**src/hdl/htsr_pkg.sv**
```systemverilog
package htsr_pkg;

  // Width of the internal run character counter (8 to 32).
  localparam int unsigned RunCountBits = 16;
  localparam int unsigned RunLenBits   = 16;

  // Result queue, counted in whole input bytes. Keep it a power of two.
  localparam int unsigned QueueDepth   = 2;
  localparam int unsigned QPtrBits     = (QueueDepth > 1) ? $clog2(QueueDepth) : 1;
  localparam int unsigned QCntBits     = $clog2(QueueDepth + 1);

  // Most result beats one input byte can cause.
  localparam int unsigned MaxResults   = 4;
  localparam int unsigned ResIdxBits   = $clog2(MaxResults);
  localparam int unsigned ResCntBits   = $clog2(MaxResults + 1);

  localparam logic [7:0] ChTab   = 8'h09;
  localparam logic [7:0] ChLf    = 8'h0A;
  localparam logic [7:0] ChSpace = 8'h20;
  localparam logic [7:0] ChStar  = 8'h2A;
  localparam logic [7:0] ChSlash = 8'h2F;
  localparam logic [7:0] ChLt    = 8'h3C;
  localparam logic [7:0] ChGt    = 8'h3E;
  localparam logic [7:0] ChA     = 8'h61;
  localparam logic [7:0] ChB     = 8'h62;
  localparam logic [7:0] ChD     = 8'h64;
  localparam logic [7:0] ChE     = 8'h65;
  localparam logic [7:0] ChH     = 8'h68;
  localparam logic [7:0] ChI     = 8'h69;
  localparam logic [7:0] ChL     = 8'h6C;
  localparam logic [7:0] ChP     = 8'h70;
  localparam logic [7:0] ChR     = 8'h72;
  localparam logic [7:0] ChT     = 8'h74;

  localparam logic [2:0] HeadCloseLen = 3'd7;

  typedef enum logic {
    KindText  = 1'b0,
    KindBreak = 1'b1
  } kind_e;

  typedef struct packed {
    kind_e                 kind;
    logic [7:0]            text_byte;
    logic [RunLenBits-1:0] run_length;
    logic                  last_of_item;
    logic                  document_end;
  } result_t;

  // All results caused by one input byte, in order.
  typedef struct packed {
    logic [ResIdxBits-1:0]          n_minus1;
    result_t [MaxResults-1:0]       res;
  } bundle_t;

  typedef struct packed {
    logic    push;
    bundle_t bundle;
  } push_t;

  // Expected byte of "</head>" at a given match position.
  function automatic logic [7:0] head_close_char(logic [2:0] pos);
    logic [7:0] ch;
    case (pos)
      3'd0:    ch = ChLt;
      3'd1:    ch = ChSlash;
      3'd2:    ch = ChH;
      3'd3:    ch = ChE;
      3'd4:    ch = ChA;
      3'd5:    ch = ChD;
      3'd6:    ch = ChGt;
      default: ch = 8'h00;
    endcase
    return ch;
  endfunction

  // Clamp the run counter to the reported width.
  function automatic logic [RunLenBits-1:0] sat_len(logic [RunCountBits-1:0] c);
    logic [RunCountBits+RunLenBits-1:0] w;
    logic [RunCountBits+RunLenBits-1:0] lim;
    w   = {{RunLenBits{1'b0}}, c};
    lim = {{RunCountBits{1'b0}}, {RunLenBits{1'b1}}};
    if (w > lim) begin
      return {RunLenBits{1'b1}};
    end
    return w[RunLenBits-1:0];
  endfunction

endpackage

```
**src/hdl/htsr_scan.sv**
```systemverilog
module htsr_scan (
  input  logic              clk_i,
  input  logic              rst_ni,
  input  logic              accept_i,
  input  logic [7:0]        in_byte_i,
  input  logic              is_final_i,
  output htsr_pkg::push_t   push_o
);

  typedef enum logic [11:0] {
    ModeText      = 12'b0000_0000_0001,
    ModeLt        = 12'b0000_0000_0010,
    ModeLtH       = 12'b0000_0000_0100,
    ModeLtHe      = 12'b0000_0000_1000,
    ModeLtHea     = 12'b0000_0001_0000,
    ModeLtB       = 12'b0000_0010_0000,
    ModeLtL       = 12'b0000_0100_0000,
    ModeLtD       = 12'b0000_1000_0000,
    ModeBreakTag  = 12'b0001_0000_0000,
    ModeListTag   = 12'b0010_0000_0000,
    ModeOtherTag  = 12'b0100_0000_0000,
    ModeHeadSkip  = 12'b1000_0000_0000
  } mode_e;

  localparam logic [htsr_pkg::RunCountBits-1:0] CntMax = '1;

  mode_e                             mode_q, mode_d;
  logic [2:0]                        prog_q, prog_d;
  logic                              blank_q, blank_d;
  logic [htsr_pkg::RunCountBits-1:0] cnt_q, cnt_d;

  logic                              emit_text, emit_brk, emit_list;
  logic [7:0]                        text_val;
  logic [htsr_pkg::ResCntBits-1:0]   n;
  htsr_pkg::result_t [htsr_pkg::MaxResults-1:0] res;

  // Scanner step: next mode and what this byte emits before end handling.
  always_comb begin
    mode_d    = mode_q;
    prog_d    = prog_q;
    blank_d   = blank_q;
    emit_text = 1'b0;
    emit_brk  = 1'b0;
    emit_list = 1'b0;
    text_val  = in_byte_i;
    case (mode_q)
      ModeText: begin
        if (in_byte_i == htsr_pkg::ChLt) begin
          mode_d = ModeLt;
        end else if (in_byte_i inside {htsr_pkg::ChSpace, htsr_pkg::ChLf, htsr_pkg::ChTab})
        begin
          if (!blank_q) begin
            emit_text = 1'b1;
            text_val  = htsr_pkg::ChSpace;
            blank_d   = 1'b1;
          end
        end else if (in_byte_i > htsr_pkg::ChSpace) begin
          emit_text = 1'b1;
          blank_d   = 1'b0;
        end
      end
      ModeLt: begin
        case (in_byte_i)
          htsr_pkg::ChH:  mode_d = ModeLtH;
          htsr_pkg::ChP:  mode_d = ModeBreakTag;
          htsr_pkg::ChB:  mode_d = ModeLtB;
          htsr_pkg::ChL:  mode_d = ModeLtL;
          htsr_pkg::ChD:  mode_d = ModeLtD;
          htsr_pkg::ChGt: mode_d = ModeText;
          default:        mode_d = ModeOtherTag;
        endcase
      end
      ModeLtH, ModeLtHe, ModeLtHea: begin
        if (in_byte_i == htsr_pkg::ChGt) begin
          emit_brk = 1'b1;
          mode_d   = ModeText;
        end else if (mode_q == ModeLtH && in_byte_i == htsr_pkg::ChE) begin
          mode_d = ModeLtHe;
        end else if (mode_q == ModeLtHe && in_byte_i == htsr_pkg::ChA) begin
          mode_d = ModeLtHea;
        end else if (mode_q == ModeLtHea && in_byte_i == htsr_pkg::ChD) begin
          mode_d = ModeHeadSkip;
          prog_d = 3'd0;
        end else begin
          mode_d = ModeBreakTag;
        end
      end
      ModeLtB: begin
        if (in_byte_i == htsr_pkg::ChR) begin
          mode_d = ModeBreakTag;
        end else if (in_byte_i == htsr_pkg::ChGt) begin
          mode_d = ModeText;
        end else begin
          mode_d = ModeOtherTag;
        end
      end
      ModeLtL, ModeLtD: begin
        if ((mode_q == ModeLtL && in_byte_i == htsr_pkg::ChI) ||
            (mode_q == ModeLtD && (in_byte_i == htsr_pkg::ChT || in_byte_i == htsr_pkg::ChL)))
        begin
          mode_d = ModeListTag;
        end else if (in_byte_i == htsr_pkg::ChGt) begin
          mode_d = ModeText;
        end else begin
          mode_d = ModeOtherTag;
        end
      end
      ModeBreakTag: begin
        if (in_byte_i == htsr_pkg::ChGt) begin
          emit_brk = 1'b1;
          mode_d   = ModeText;
        end
      end
      ModeListTag: begin
        if (in_byte_i == htsr_pkg::ChGt) begin
          emit_list = 1'b1;
          mode_d    = ModeText;
        end
      end
      ModeOtherTag: begin
        if (in_byte_i == htsr_pkg::ChGt) begin
          mode_d = ModeText;
        end
      end
      ModeHeadSkip: begin
        if (prog_q < htsr_pkg::HeadCloseLen &&
            in_byte_i == htsr_pkg::head_close_char(prog_q)) begin
          if (prog_q + 3'd1 >= htsr_pkg::HeadCloseLen) begin
            prog_d = 3'd0;
            mode_d = ModeText;
          end else begin
            prog_d = prog_q + 3'd1;
          end
        end else begin
          prog_d = (in_byte_i == htsr_pkg::ChLt) ? 3'd1 : 3'd0;
        end
      end
      default: begin
        mode_d = ModeText;
      end
    endcase

    // Assemble the result beats and the run count after them.
    res   = '0;
    n     = '0;
    cnt_d = cnt_q;
    if (emit_brk || emit_list) begin
      res[0].kind       = htsr_pkg::KindBreak;
      res[0].run_length = htsr_pkg::sat_len(cnt_q);
      cnt_d             = '0;
      n                 = htsr_pkg::ResCntBits'(1);
    end
    if (emit_list) begin
      res[1].kind      = htsr_pkg::KindText;
      res[1].text_byte = htsr_pkg::ChStar;
      res[2].kind      = htsr_pkg::KindText;
      res[2].text_byte = htsr_pkg::ChSpace;
      cnt_d            = htsr_pkg::RunCountBits'(2);
      n                = htsr_pkg::ResCntBits'(3);
    end
    if (emit_text) begin
      res[0].kind      = htsr_pkg::KindText;
      res[0].text_byte = text_val;
      cnt_d            = (cnt_q == CntMax) ? cnt_q : cnt_q + 1'b1;
      n                = htsr_pkg::ResCntBits'(1);
    end
    if (is_final_i) begin
      res[n[htsr_pkg::ResIdxBits-1:0]].kind         = htsr_pkg::KindBreak;
      res[n[htsr_pkg::ResIdxBits-1:0]].run_length   = htsr_pkg::sat_len(cnt_d);
      res[n[htsr_pkg::ResIdxBits-1:0]].document_end = 1'b1;
      n       = n + 1'b1;
      // end of document: drop any open tag or head section
      cnt_d   = '0;
      mode_d  = ModeText;
      prog_d  = 3'd0;
      blank_d = 1'b0;
    end
    if (n != '0) begin
      res[htsr_pkg::ResIdxBits'(n - 1'b1)].last_of_item = 1'b1;
    end
  end

  assign push_o.push            = accept_i && (n != '0);
  assign push_o.bundle.n_minus1 = htsr_pkg::ResIdxBits'(n - 1'b1);
  assign push_o.bundle.res      = res;

  always_ff @(posedge clk_i or negedge rst_ni) begin
    if (!rst_ni) begin
      mode_q  <= ModeText;
      prog_q  <= 3'd0;
      blank_q <= 1'b0;
      cnt_q   <= '0;
    end else if (accept_i) begin
      mode_q  <= mode_d;
      prog_q  <= prog_d;
      blank_q <= blank_d;
      cnt_q   <= cnt_d;
    end
  end

endmodule

```
**src/hdl/htsr_outq.sv**
```systemverilog
module htsr_outq (
  input  logic                                 clk_i,
  input  logic                                 rst_ni,
  input  htsr_pkg::push_t                      push_i,
  output logic                                 full_o,
  output logic                                 out_valid_o,
  input  logic                                 out_stall_i,
  output htsr_pkg::result_t                    out_res_o
);

  htsr_pkg::bundle_t                 mem_q [htsr_pkg::QueueDepth];
  logic [htsr_pkg::QPtrBits-1:0]     wr_ptr_q, rd_ptr_q;
  logic [htsr_pkg::QCntBits-1:0]     cnt_q;
  logic [htsr_pkg::ResIdxBits-1:0]   idx_q;
  htsr_pkg::bundle_t                 head;
  logic                              beat, pop;

  assign head        = mem_q[rd_ptr_q];
  assign full_o      = (cnt_q == htsr_pkg::QCntBits'(htsr_pkg::QueueDepth));
  assign out_valid_o = (cnt_q != '0);
  assign out_res_o   = head.res[idx_q];

  // Step through the head bundle; drop it after its last beat.
  assign beat = out_valid_o && !out_stall_i;
  assign pop  = beat && (idx_q == head.n_minus1);

  always_ff @(posedge clk_i) begin
    if (push_i.push) begin
      mem_q[wr_ptr_q] <= push_i.bundle;
    end
  end

  always_ff @(posedge clk_i or negedge rst_ni) begin
    if (!rst_ni) begin
      wr_ptr_q <= '0;
      rd_ptr_q <= '0;
      cnt_q    <= '0;
      idx_q    <= '0;
    end else begin
      if (push_i.push) begin
        wr_ptr_q <= wr_ptr_q + 1'b1;
      end
      if (pop) begin
        rd_ptr_q <= rd_ptr_q + 1'b1;
        idx_q    <= '0;
      end else if (beat) begin
        idx_q <= idx_q + 1'b1;
      end
      if (push_i.push && !pop) begin
        cnt_q <= cnt_q + 1'b1;
      end else if (pop && !push_i.push) begin
        cnt_q <= cnt_q - 1'b1;
      end
    end
  end

endmodule

```
**src/hdl/html_tag_strip_run_splitter.sv**
```systemverilog
// The result queue registers the beats of each accepted byte before the output port.
// Throughput: one byte per cycle while the output is not stalled and each byte gives
// at most one result beat; the beats of one byte leave the single output port in turn,
// and input stalls when the two-entry result queue (one entry per byte) is full.
// Reset: rst_ni is asynchronous, active low; it returns the scanner to plain text,
// clears the blank flag and run count, and empties the result queue.
module html_tag_strip_run_splitter (
  input  logic                              clk_i,
  input  logic                              rst_ni,
  input  logic                              in_valid_i,
  output logic                              in_stall_o,
  input  logic [7:0]                        in_byte_i,
  input  logic                              is_final_i,
  output logic                              out_valid_o,
  input  logic                              out_stall_i,
  output logic                              kind_o,
  output logic [7:0]                        text_byte_o,
  output logic [htsr_pkg::RunLenBits-1:0]   run_length_o,
  output logic                              last_of_item_o,
  output logic                              document_end_o
);

  logic              accept;
  logic              q_full;
  htsr_pkg::push_t   push;
  htsr_pkg::result_t cur;

  // Take a beat whenever the queue has a free entry, regardless of what the
  // output side is doing this cycle.
  assign in_stall_o = q_full;
  assign accept     = in_valid_i && !in_stall_o;

  // Scanner: holds the tag-matching state and turns one byte into a bundle
  // of zero to four result beats combinationally.
  htsr_scan u_scan (
    .clk_i      (clk_i),
    .rst_ni     (rst_ni),
    .accept_i   (accept),
    .in_byte_i  (in_byte_i),
    .is_final_i (is_final_i),
    .push_o     (push)
  );

  // Result queue: absorbs the bundles and serializes them, one beat per unstalled cycle.
  htsr_outq u_outq (
    .clk_i       (clk_i),
    .rst_ni      (rst_ni),
    .push_i      (push),
    .full_o      (q_full),
    .out_valid_o (out_valid_o),
    .out_stall_i (out_stall_i),
    .out_res_o   (cur)
  );

  assign kind_o         = cur.kind;
  assign text_byte_o    = cur.text_byte;
  assign run_length_o   = cur.run_length;
  assign last_of_item_o = cur.last_of_item;
  assign document_end_o = cur.document_end;

`ifndef ASSERT_OFF
  // The document end marker only rides on the closing break of a byte.
  a_end_is_last_break: assert property (@(posedge clk_i) disable iff (!rst_ni)
    out_valid_o && document_end_o |-> kind_o && last_of_item_o)
    else $error("document end on a beat that is not the final break");

  // Text beats carry no run length.
  a_text_no_len: assert property (@(posedge clk_i) disable iff (!rst_ni)
    out_valid_o && !kind_o |-> run_length_o == '0 && !document_end_o)
    else $error("text beat carries break fields");

  // Break beats carry no text byte.
  a_break_no_text: assert property (@(posedge clk_i) disable iff (!rst_ni)
    out_valid_o && kind_o |-> text_byte_o == 8'h00)
    else $error("break beat carries a text byte");

  // A final byte always leaves a result waiting in the next cycle.
  a_final_gives_beat: assert property (@(posedge clk_i) disable iff (!rst_ni)
    in_valid_i && !in_stall_o && is_final_i |=> out_valid_o)
    else $error("final byte produced no result beat");
`endif

endmodule

```
**config.mk**
```make
export PLATFORM = sky130hd
export DESIGN_NAME = html_tag_strip_run_splitter
export DESIGN_NICKNAME = d
export VERILOG_FILES = /design/src/hdl/htsr_pkg.sv /design/src/hdl/htsr_scan.sv /design/src/hdl/htsr_outq.sv /design/src/hdl/html_tag_strip_run_splitter.sv
export SDC_FILE = /design/constraint.sdc
export NUM_CORES = 1
export LEC_CHECK = 0
export BUFFER_PORTS_ARGS = -buffer_cell sky130_fd_sc_hd__buf_2
export CAP_MARGIN = 20
export CELL_PAD_IN_SITES_DETAIL_PLACEMENT = 0
export CELL_PAD_IN_SITES_GLOBAL_PLACEMENT = 2
export CORE_MARGIN = 5
export CORE_UTILIZATION = 40
export CTS_BUF_LIST = sky130_fd_sc_hd__clkbuf_8
export CTS_CLUSTER_DIAMETER = 150
export CTS_CLUSTER_SIZE = 12
export DETAILED_ROUTE_END_ITERATION = 8
export GPL_ROUTABILITY_DRIVEN = 0
export GPL_TIMING_DRIVEN = 0
export HOLD_SLACK_MARGIN = 0.12
export PLACE_DENSITY = 0.82
export SLEW_MARGIN = 15
export SYNTH_ARGS = -nofsm -noshare
export SYNTH_HDL_FRONTEND = slang
export SYNTH_SLANG_ARGS = --single-unit
export TNS_END_PERCENT = 100
```
**constraint.sdc**
```tcl
create_clock -name clk_i -period 8.4 [get_ports clk_i]
set_input_delay 1.68 -clock clk_i [delete_from_list [all_inputs] [get_ports clk_i]]
set_output_delay 1.68 -clock clk_i [all_outputs]
set_load 0.03 [all_outputs]
```
==> flow_summary.json, run 1 <==
{
  "placementRows": 58,
  "synth_common_cells": "edfxtp_1 (168), nor2_1 (80), nand2_1 (56)",
  "critPathLaunchType": "primary input",
  "crit_type": "primary input to flip-flop",
  "post_cts_resized": 0,
  "peakVddDrop_uv": 152.7,
  "nets": 931,
  "first_pass_iters": 6,
  "maxClockFrequency_ghz": 0.1634,
  "grt_pass1_vias": 6744,
  "avgViaCountPerCell": 5.413,
  "avgSynthCellArea_um2": 12.72,
  "grt_use_total": 0.1702,
  "required_ns": 8.63,
  "num_io_pins": 42,
  "yosysTopAreaCellShare": 0.4907,
  "clk_latency_ns": 0.53,
  "synth_flop_cell": "edfxtp_1",
  "num_vias": 6755,
  "cts_tree": "done",
  "post-route-period-util": 0.7287,
  "ff2ff_setup_slack_ns": 3.36,
  "power_density_nw_per_um2": 308.2,
  "grt_max_degree": 45,
  "ctsLongestPathBuffers": 3,
  "ctsHoldBuffers": 0,
  "cp_top_family": "simple AND/OR/NAND/NOR gates",
  "hpwl_mm": 17.16,
  "dieHeight_um": 170.3,
  "postCtsSetupBuffers": 0,
  "slew_headroom": 0.3160,
  "drv_cap": 0,
  "syn_inst": 808,
  "skew_ns": 0.01964,
  "synth.area.top_cells": "edfxtp_1 (49%), dfrtp_1 (9.0%), mux4_2 (7.7%)",
  "grt_antenna_before_repair": 0,
  "synthArstFlopShare": 0.1845,
  "core-area_um2": 25250,
  "synth_cell_types": 71,
  "wl_met3_mm": 1.044,
  "grt-ovfl-total": 0,
  "die_w_um": 170.3,
  "cts.sinks": 206,
  "port_buffers": 39,
  "dp_slack_ns": 1.716,
  "setup_slack_ns": 2.279,
  "seq_area_frac_synth": 0.5833,
  "worstReg2RegEnd": "u_outq.mem_q[0][89]$_DFFE_PP_",
  "path_depth": 17,
  "fp.dieArea_um2": 29010,
  "r2r_start": "u_scan.mode_q[10]$_DFFE_PN0P_",
  "ys_warn_count": 0,
  "wl_met2_mm": 11.76,
  "setup_viol_count_final": 0,
  "startpoint": "in_byte_i[2]",
  "highest_layer": "met4",
  "ant_nets": 0,
  "drive_gt1_frac": 0.1808,
  "areaGrowthSynthToFinish_pct": 11.57,
  "synthDominantAreaCellType": "edfxtp_1",
  "period_minus_slack_ns": 6.121,
  "finalInstanceArea_um2": 11470,
  "min_path_type": "flip-flop to flip-flop",
  "final_util": 0.4542,
  "cp.buffers_inverters": 6,
  "grt_pass1_wl_mm": 38.70,
  "crit_end": "u_outq.mem_q[0][89]$_DFFE_PP_",
  "cts_root_buf": "clkbuf_8",
  "h-tree-depth": 1,
  "syn_area_um2": 10280,
  "cp_slowest_cell": "nor2b_4",
  "place_area_um2": 11100,
  "cp-end-kind": "flip-flop",
  "drt_iter0_markers": 432,
  "worstMarginPinSlew_ns": 1.026,
  "start_util": 0.4071,
  "cp.arrival_ns": 6.35,
  "rsz0062_at_grt": "false",
  "numCtsBuffers": 21,
  "post-synth-top-count-cell": "edfxtp_1",
  "slew_viol_final": 0,
  "synth-edff-count": 168,
  "cp_cell_sequence": "buf_2, clkbuf_1, nor2_1, nand4b_1, a21oi_2, a21oi_4, nor2_2, inv_1, ha_1, nand2b_1, a21boi_0, ha_1, a21oi_1, nor2b_4, buf_16, buf_12, buf_12",
  "finalSetupTns_ns": 0,
  "diodes": 0,
  "drc": 0,
  "ys_seq_elements": 206,
  "drt_wl_total_mm": 24.41,
  "wl_met1_mm": 10.99,
  "avgRoutedWirePerCell_um": 19.56,
  "critPathMaxFanout": 28,
  "slowest_delay_ns": 0.52,
  "final_hold_viol_count": 0,
  "path_clk_slew_ns": 0.08,
  "r2r_cells": 15,
  "p_leak_nw": 4.192,
  "status": "finished, final reports clean"
}
[worst min-delay path by stage]
stage / from / to / slack [ns] / depth (start not counted)
6_report: u_outq.cnt_q[1]$_DFFE_PN0P_ / u_outq.cnt_q[1]$_DFFE_PN0P_ / 0.49 / 1
5_1_grt: u_outq.cnt_q[1]$_DFFE_PN0P_ / u_outq.cnt_q[1]$_DFFE_PN0P_ / 0.53 / 1
4_1_cts: u_outq.cnt_q[1]$_DFFE_PN0P_ / u_outq.cnt_q[1]$_DFFE_PN0P_ / 0.49 / 1
3_5_place_dp: u_outq.cnt_q[1]$_DFFE_PN0P_ / u_outq.cnt_q[1]$_DFFE_PN0P_ / 0.48 / 1
3_3_place_gp: u_outq.cnt_q[1]$_DFFE_PN0P_ / u_outq.cnt_q[1]$_DFFE_PN0P_ / 0.47 / 1
2_1_floorplan: u_outq.cnt_q[1]$_DFFE_PN0P_ / u_outq.cnt_q[1]$_DFFE_PN0P_ / 0.46 / 1
[area by class of cell]
class | count | area (um2)
Buffer | 46 | 214.0
Clock buffer | 21 | 289.0
Clock inverter | 16 | 67.56
Fill cell | 2336 | 13780
Inverter | 24 | 90.09
Multi-Input combinational cell | 561 | 4099
Sequential cell | 206 | 5997
Tap cell | 330 | 412.9
Timing Repair Buffer | 44 | 301.5
[cells by family after synthesis]
kind of cell    synth area share
buf+inv                  0.02957
mux                       0.1286
flops                     0.5833
other cells            0.0003647
xor+xnor                 0.01704
compound gates           0.08750
simple gates              0.1365
fa+ha+maj                0.01704
[power by group]
part | internal, mW | switching (mW)
registers | 1.38 | 0.0616
logic | 0.565 | 0.950
clock network | 0.236 | 0.345
total | 2.18 | 1.36
[placed cells by master (no fill, tap or decap), types with 4 or more instances in the layout]
cell type  synthesis  routed
a211oi_1           6       6
a21o_1             6       6
a21oi_1           43      43
a31oi_1            7       7
and2_1             6       5
and3_1            14      14
and4_1             4       4
buf_1              6       6
buf_2              6      45
buf_6              4       5
clkbuf_1          29      29
clkbuf_8           0      21
conb_1             1      30
dfrtp_1           37      37
edfxtp_1         168     168
ha_1              14      14
inv_1             24      39
mux2_2            31      31
mux2i_1           17      17
mux4_2            35      35
nand2_1           56      56
nand2b_1           6       6
nand3_1           20      20
nand3b_1           4       4
nand4_1           13      13
nor2_1            80      80
nor2b_1            7       6
nor3_1            22      22
nor3b_1            4       4
nor4_1             5       5
o21ai_0           46      46
or3_1              6       6
xnor2_1           10      10
xor2_1            10      10
[per-stage QoR]
step	total power, mW	hold slack (ns)	std cells
finish	3.535	0.4913	1248
global placement	2.973	0.4718	1206
CTS	3.585	0.4910	1247
global route	3.753	0.5324	1248
floorplan	2.553	0.4559	837
detailed placement	2.998	0.4755	1210
[registers in the layout, summed over array words and instances, names as in the netlist]
name	count
u_outq.wr_ptr_q	1
u_outq.cnt_q	2
u_scan.mode_q	12
u_scan.cnt_q	16
u_scan.prog_q	3
u_outq.idx_q	2
u_outq.rd_ptr_q	1
u_scan.blank_q	1
u_outq.mem_q	168
[routing by layer]
| layer | vias to the layer above | GRT usage |
|---|---|---|
| met2 | 151 | 0.2832 |
| met4 | 0 | 0.04479 |
| met1 | 3327 | 0.2355 |
| met5 | - | 0 |
| li1 | 3229 | - |
| met3 | 48 | 0.02532 |
(Power assumes the default switching activity.)
==> inputs of run 2 (changes only) <==
--- a/config.mk
+++ b/config.mk
@@ -18,7 +18,7 @@
 export GPL_ROUTABILITY_DRIVEN = 0
 export GPL_TIMING_DRIVEN = 0
 export HOLD_SLACK_MARGIN = 0.12
-export PLACE_DENSITY = 0.82
+export PLACE_DENSITY = 0.85
 export SLEW_MARGIN = 15
 export SYNTH_ARGS = -nofsm -noshare
 export SYNTH_HDL_FRONTEND = slang
==> constraint.sdc (replaced) <==
create_clock -name clk_i -period 5.4 [get_ports clk_i]
set_input_delay 1.08 -clock clk_i [delete_from_list [all_inputs] [get_ports clk_i]]
set_output_delay 1.08 -clock clk_i [all_outputs]
set_load 0.03 [all_outputs]
==> run 2 against run 1 <==
Net effect:
- cell count is 0.40% higher
- worst setup slack worse by 1.8 ns
- critical path type unchanged
- flip-flop and latch count stayed put
- die area stayed put
- clock skew is 0.023 ns higher
- combinational power is 56% higher
- via count is 1.4% higher
- non-clock buffer count is 3 higher
- clock-buffer cell count stayed put
- design area is 0.48% higher
- routed wire length is 1.5% lower
- clock power is 54% higher
==> flow_summary.json, run 2 (same netlist as run 1, synthesis figures left out) <==
{
  "status": "finished, final reports clean",
  "drc": 0,
  "largestRegisters": "u_outq.mem_q (168), u_scan.cnt_q (16), u_scan.mode_q (12)",
  "peakVddDrop_uv": 245.8,
  "final_hold_viol_count": 0,
  "final_util": 0.4564,
  "ant_nets": 0,
  "cts_tree": "done",
  "grt_pass1_wl_mm": 37.93,
  "cp.buffers_inverters": 4,
  "p_leak_nw": 4.217,
  "ff2ff_setup_slack_ns": 0.75,
  "fp.dieArea_um2": 29010,
  "avgViaCountPerCell": 5.464,
  "num_vias": 6847,
  "hpwl_mm": 17.08,
  "drv_cap": 0,
  "drt_iter0_markers": 495,
  "ctsHoldBuffers": 0,
  "maxClockFrequency_ghz": 0.2023,
  "grt_use_total": 0.1662,
  "numCtsBuffers": 21,
  "cp-end-kind": "flip-flop",
  "busiest_layer": "met2",
  "slowest_delay_ns": 0.46,
  "power_density_nw_per_um2": 477.6,
  "cp_slowest_cell": "a21oi_2",
  "use_met3": 0.01998,
  "p_total_mw": 5.505,
  "grt_pass1_vias": 6737,
  "avgRoutedWirePerCell_um": 19.19,
  "h-tree-depth": 1,
  "port_buffers": 39,
  "worstMarginPinSlew_ns": 0.9267,
  "required_ns": 5.59,
  "fillers": 2323,
  "cpMostUsedCell": "ha_1",
  "final_cell_mix": "edfxtp_1 (168), nor2_1 (80), nand2_1 (56)",
  "min_path_type": "primary input to async pin",
  "skew_ns": 0.04293,
  "ctsLongestPathBuffers": 3,
  "path_clk_slew_ns": 0.09,
  "drt_wl_total_mm": 24.05,
  "setup_viol_count_final": 0,
  "areaGrowthSynthToFinish_pct": 12.11,
  "cp_cell_sequence": "buf_2, clkbuf_1, nor2_1, nand4b_1, a21oi_2, a21oi_4, nor2_4, inv_1, ha_1, nand2b_1, a21boi_0, ha_1, a21oi_1, and2_4, buf_16",
  "post-route-period-util": 0.9155,
  "clk_latency_ns": 0.54,
  "diodes": 0,
  "cts.sinks": 206,
  "cts_root_buf": "clkbuf_8",
  "largest_register_ffs": 168,
  "grt-ovfl-total": 0,
  "final_common_cell": "edfxtp_1",
  "crit_type": "primary input to flip-flop",
  "placementRows": 58,
  "critPathLaunchType": "primary input",
  "path_depth": 15,
  "grt_max_degree": 47,
  "period_minus_slack_ns": 4.944,
  "cp.arrival_ns": 5.13,
  "slew_viol_final": 0,
  "start_util": 0.4071,
  "core-area_um2": 25250,
  "drive_gt1_frac": 0.1853,
  "cp_top_family": "simple AND/OR/NAND/NOR gates",
  "nets": 935,
  "grt_antenna_before_repair": 0,
  "die_w_um": 170.3,
  "num_io_pins": 42,
  "dieHeight_um": 170.3,
  "first_pass_iters": 5,
  "r2r_cells": 13,
  "largest_register": "u_outq.mem_q",
  "slew_headroom": 0.3822,
  "finalSetupTns_ns": 0,
  "use_met1": 0.2314,
  "critPathMaxFanout": 46,
  "rsz0062_at_grt": "false",
  "grtUsageMet2": 0.2856
}
run 2: changes by cell type in the layout (fill, tap and decap cells not counted), sizes merged:
cell      previous run  this run
clkinvlp             0         1
and2                 8         9
buf                 61        64
run 2: timing repair:
action | in CTS | in global routing
gates resized for setup | 0 | 1
setup endpoints to repair | 0 | 102
buffers inserted | 0 | 2
run 2: worst paths after layout:
kind | endpoint | startpoint
setup / recovery | u_outq.mem_q[1][35]$_DFFE_PP_ | in_byte_i[2]
hold reg to reg | u_outq.cnt_q[1]$_DFFE_PN0P_ | u_outq.cnt_q[1]$_DFFE_PN0P_
min in group clk_i | u_outq.cnt_q[1]$_DFFE_PN0P_ | u_outq.cnt_q[1]$_DFFE_PN0P_
max in group asynchronous | u_scan.prog_q[0]$_DFFE_PN0P_ | rst_ni
hold / removal | u_scan.mode_q[3]$_DFFE_PN0P_ | rst_ni
setup reg to reg | u_outq.mem_q[1][35]$_DFFE_PP_ | u_scan.mode_q[10]$_DFFE_PN0P_
run 2: where the power goes:
part	leakage, nW	switching, mW	internal (mW)
logic	1.90	1.48	0.891
clock network	0.237	0.525	0.369
registers	2.08	0.0985	2.14
total	4.22	2.10	3.40
run 2: through the flow:
| step | hold WS [ns] | std cells | area [um2] | setup slack, ns |
|---|---|---|---|---|
| 2_1_floorplan | 0.4559 | 837 | 10400 | 0.05705 |
| 3_3_place_gp | 0.4752 | 1206 | 11010 | -1.608 |
| 3_5_place_dp | 0.4765 | 1210 | 11100 | -0.4389 |
| 4_1_cts | 0.4921 | 1248 | 11470 | 0.07577 |
| 5_1_grt | 0.4856 | 1253 | 11530 | 0.1248 |
| 6_report | 0.4830 | 1253 | 11530 | 0.4563 |
run 2: layer usage:
layer / vias to the layer above / share of wire
met5: - / 0
met1: 3440 / 0.45
met2: 141 / 0.50
li1: 3248 / -
met4: 0 / 0.0095
met3: 18 / 0.042
run 2: final cells by class:
class | instances | area [um2] | area share
clock buffer | 21 | 289.0 | 0.02508
tap | 330 | 412.9 | 0.03582
sequential | 206 | 5997 | 0.5203
inverter | 24 | 90.09 | 0.007816
buffer | 46 | 214.0 | 0.01856
timing repair buffer | 47 | 336.6 | 0.02920
multi-input combinational | 562 | 4111 | 0.3567
clock inverter | 17 | 75.07 | 0.006513
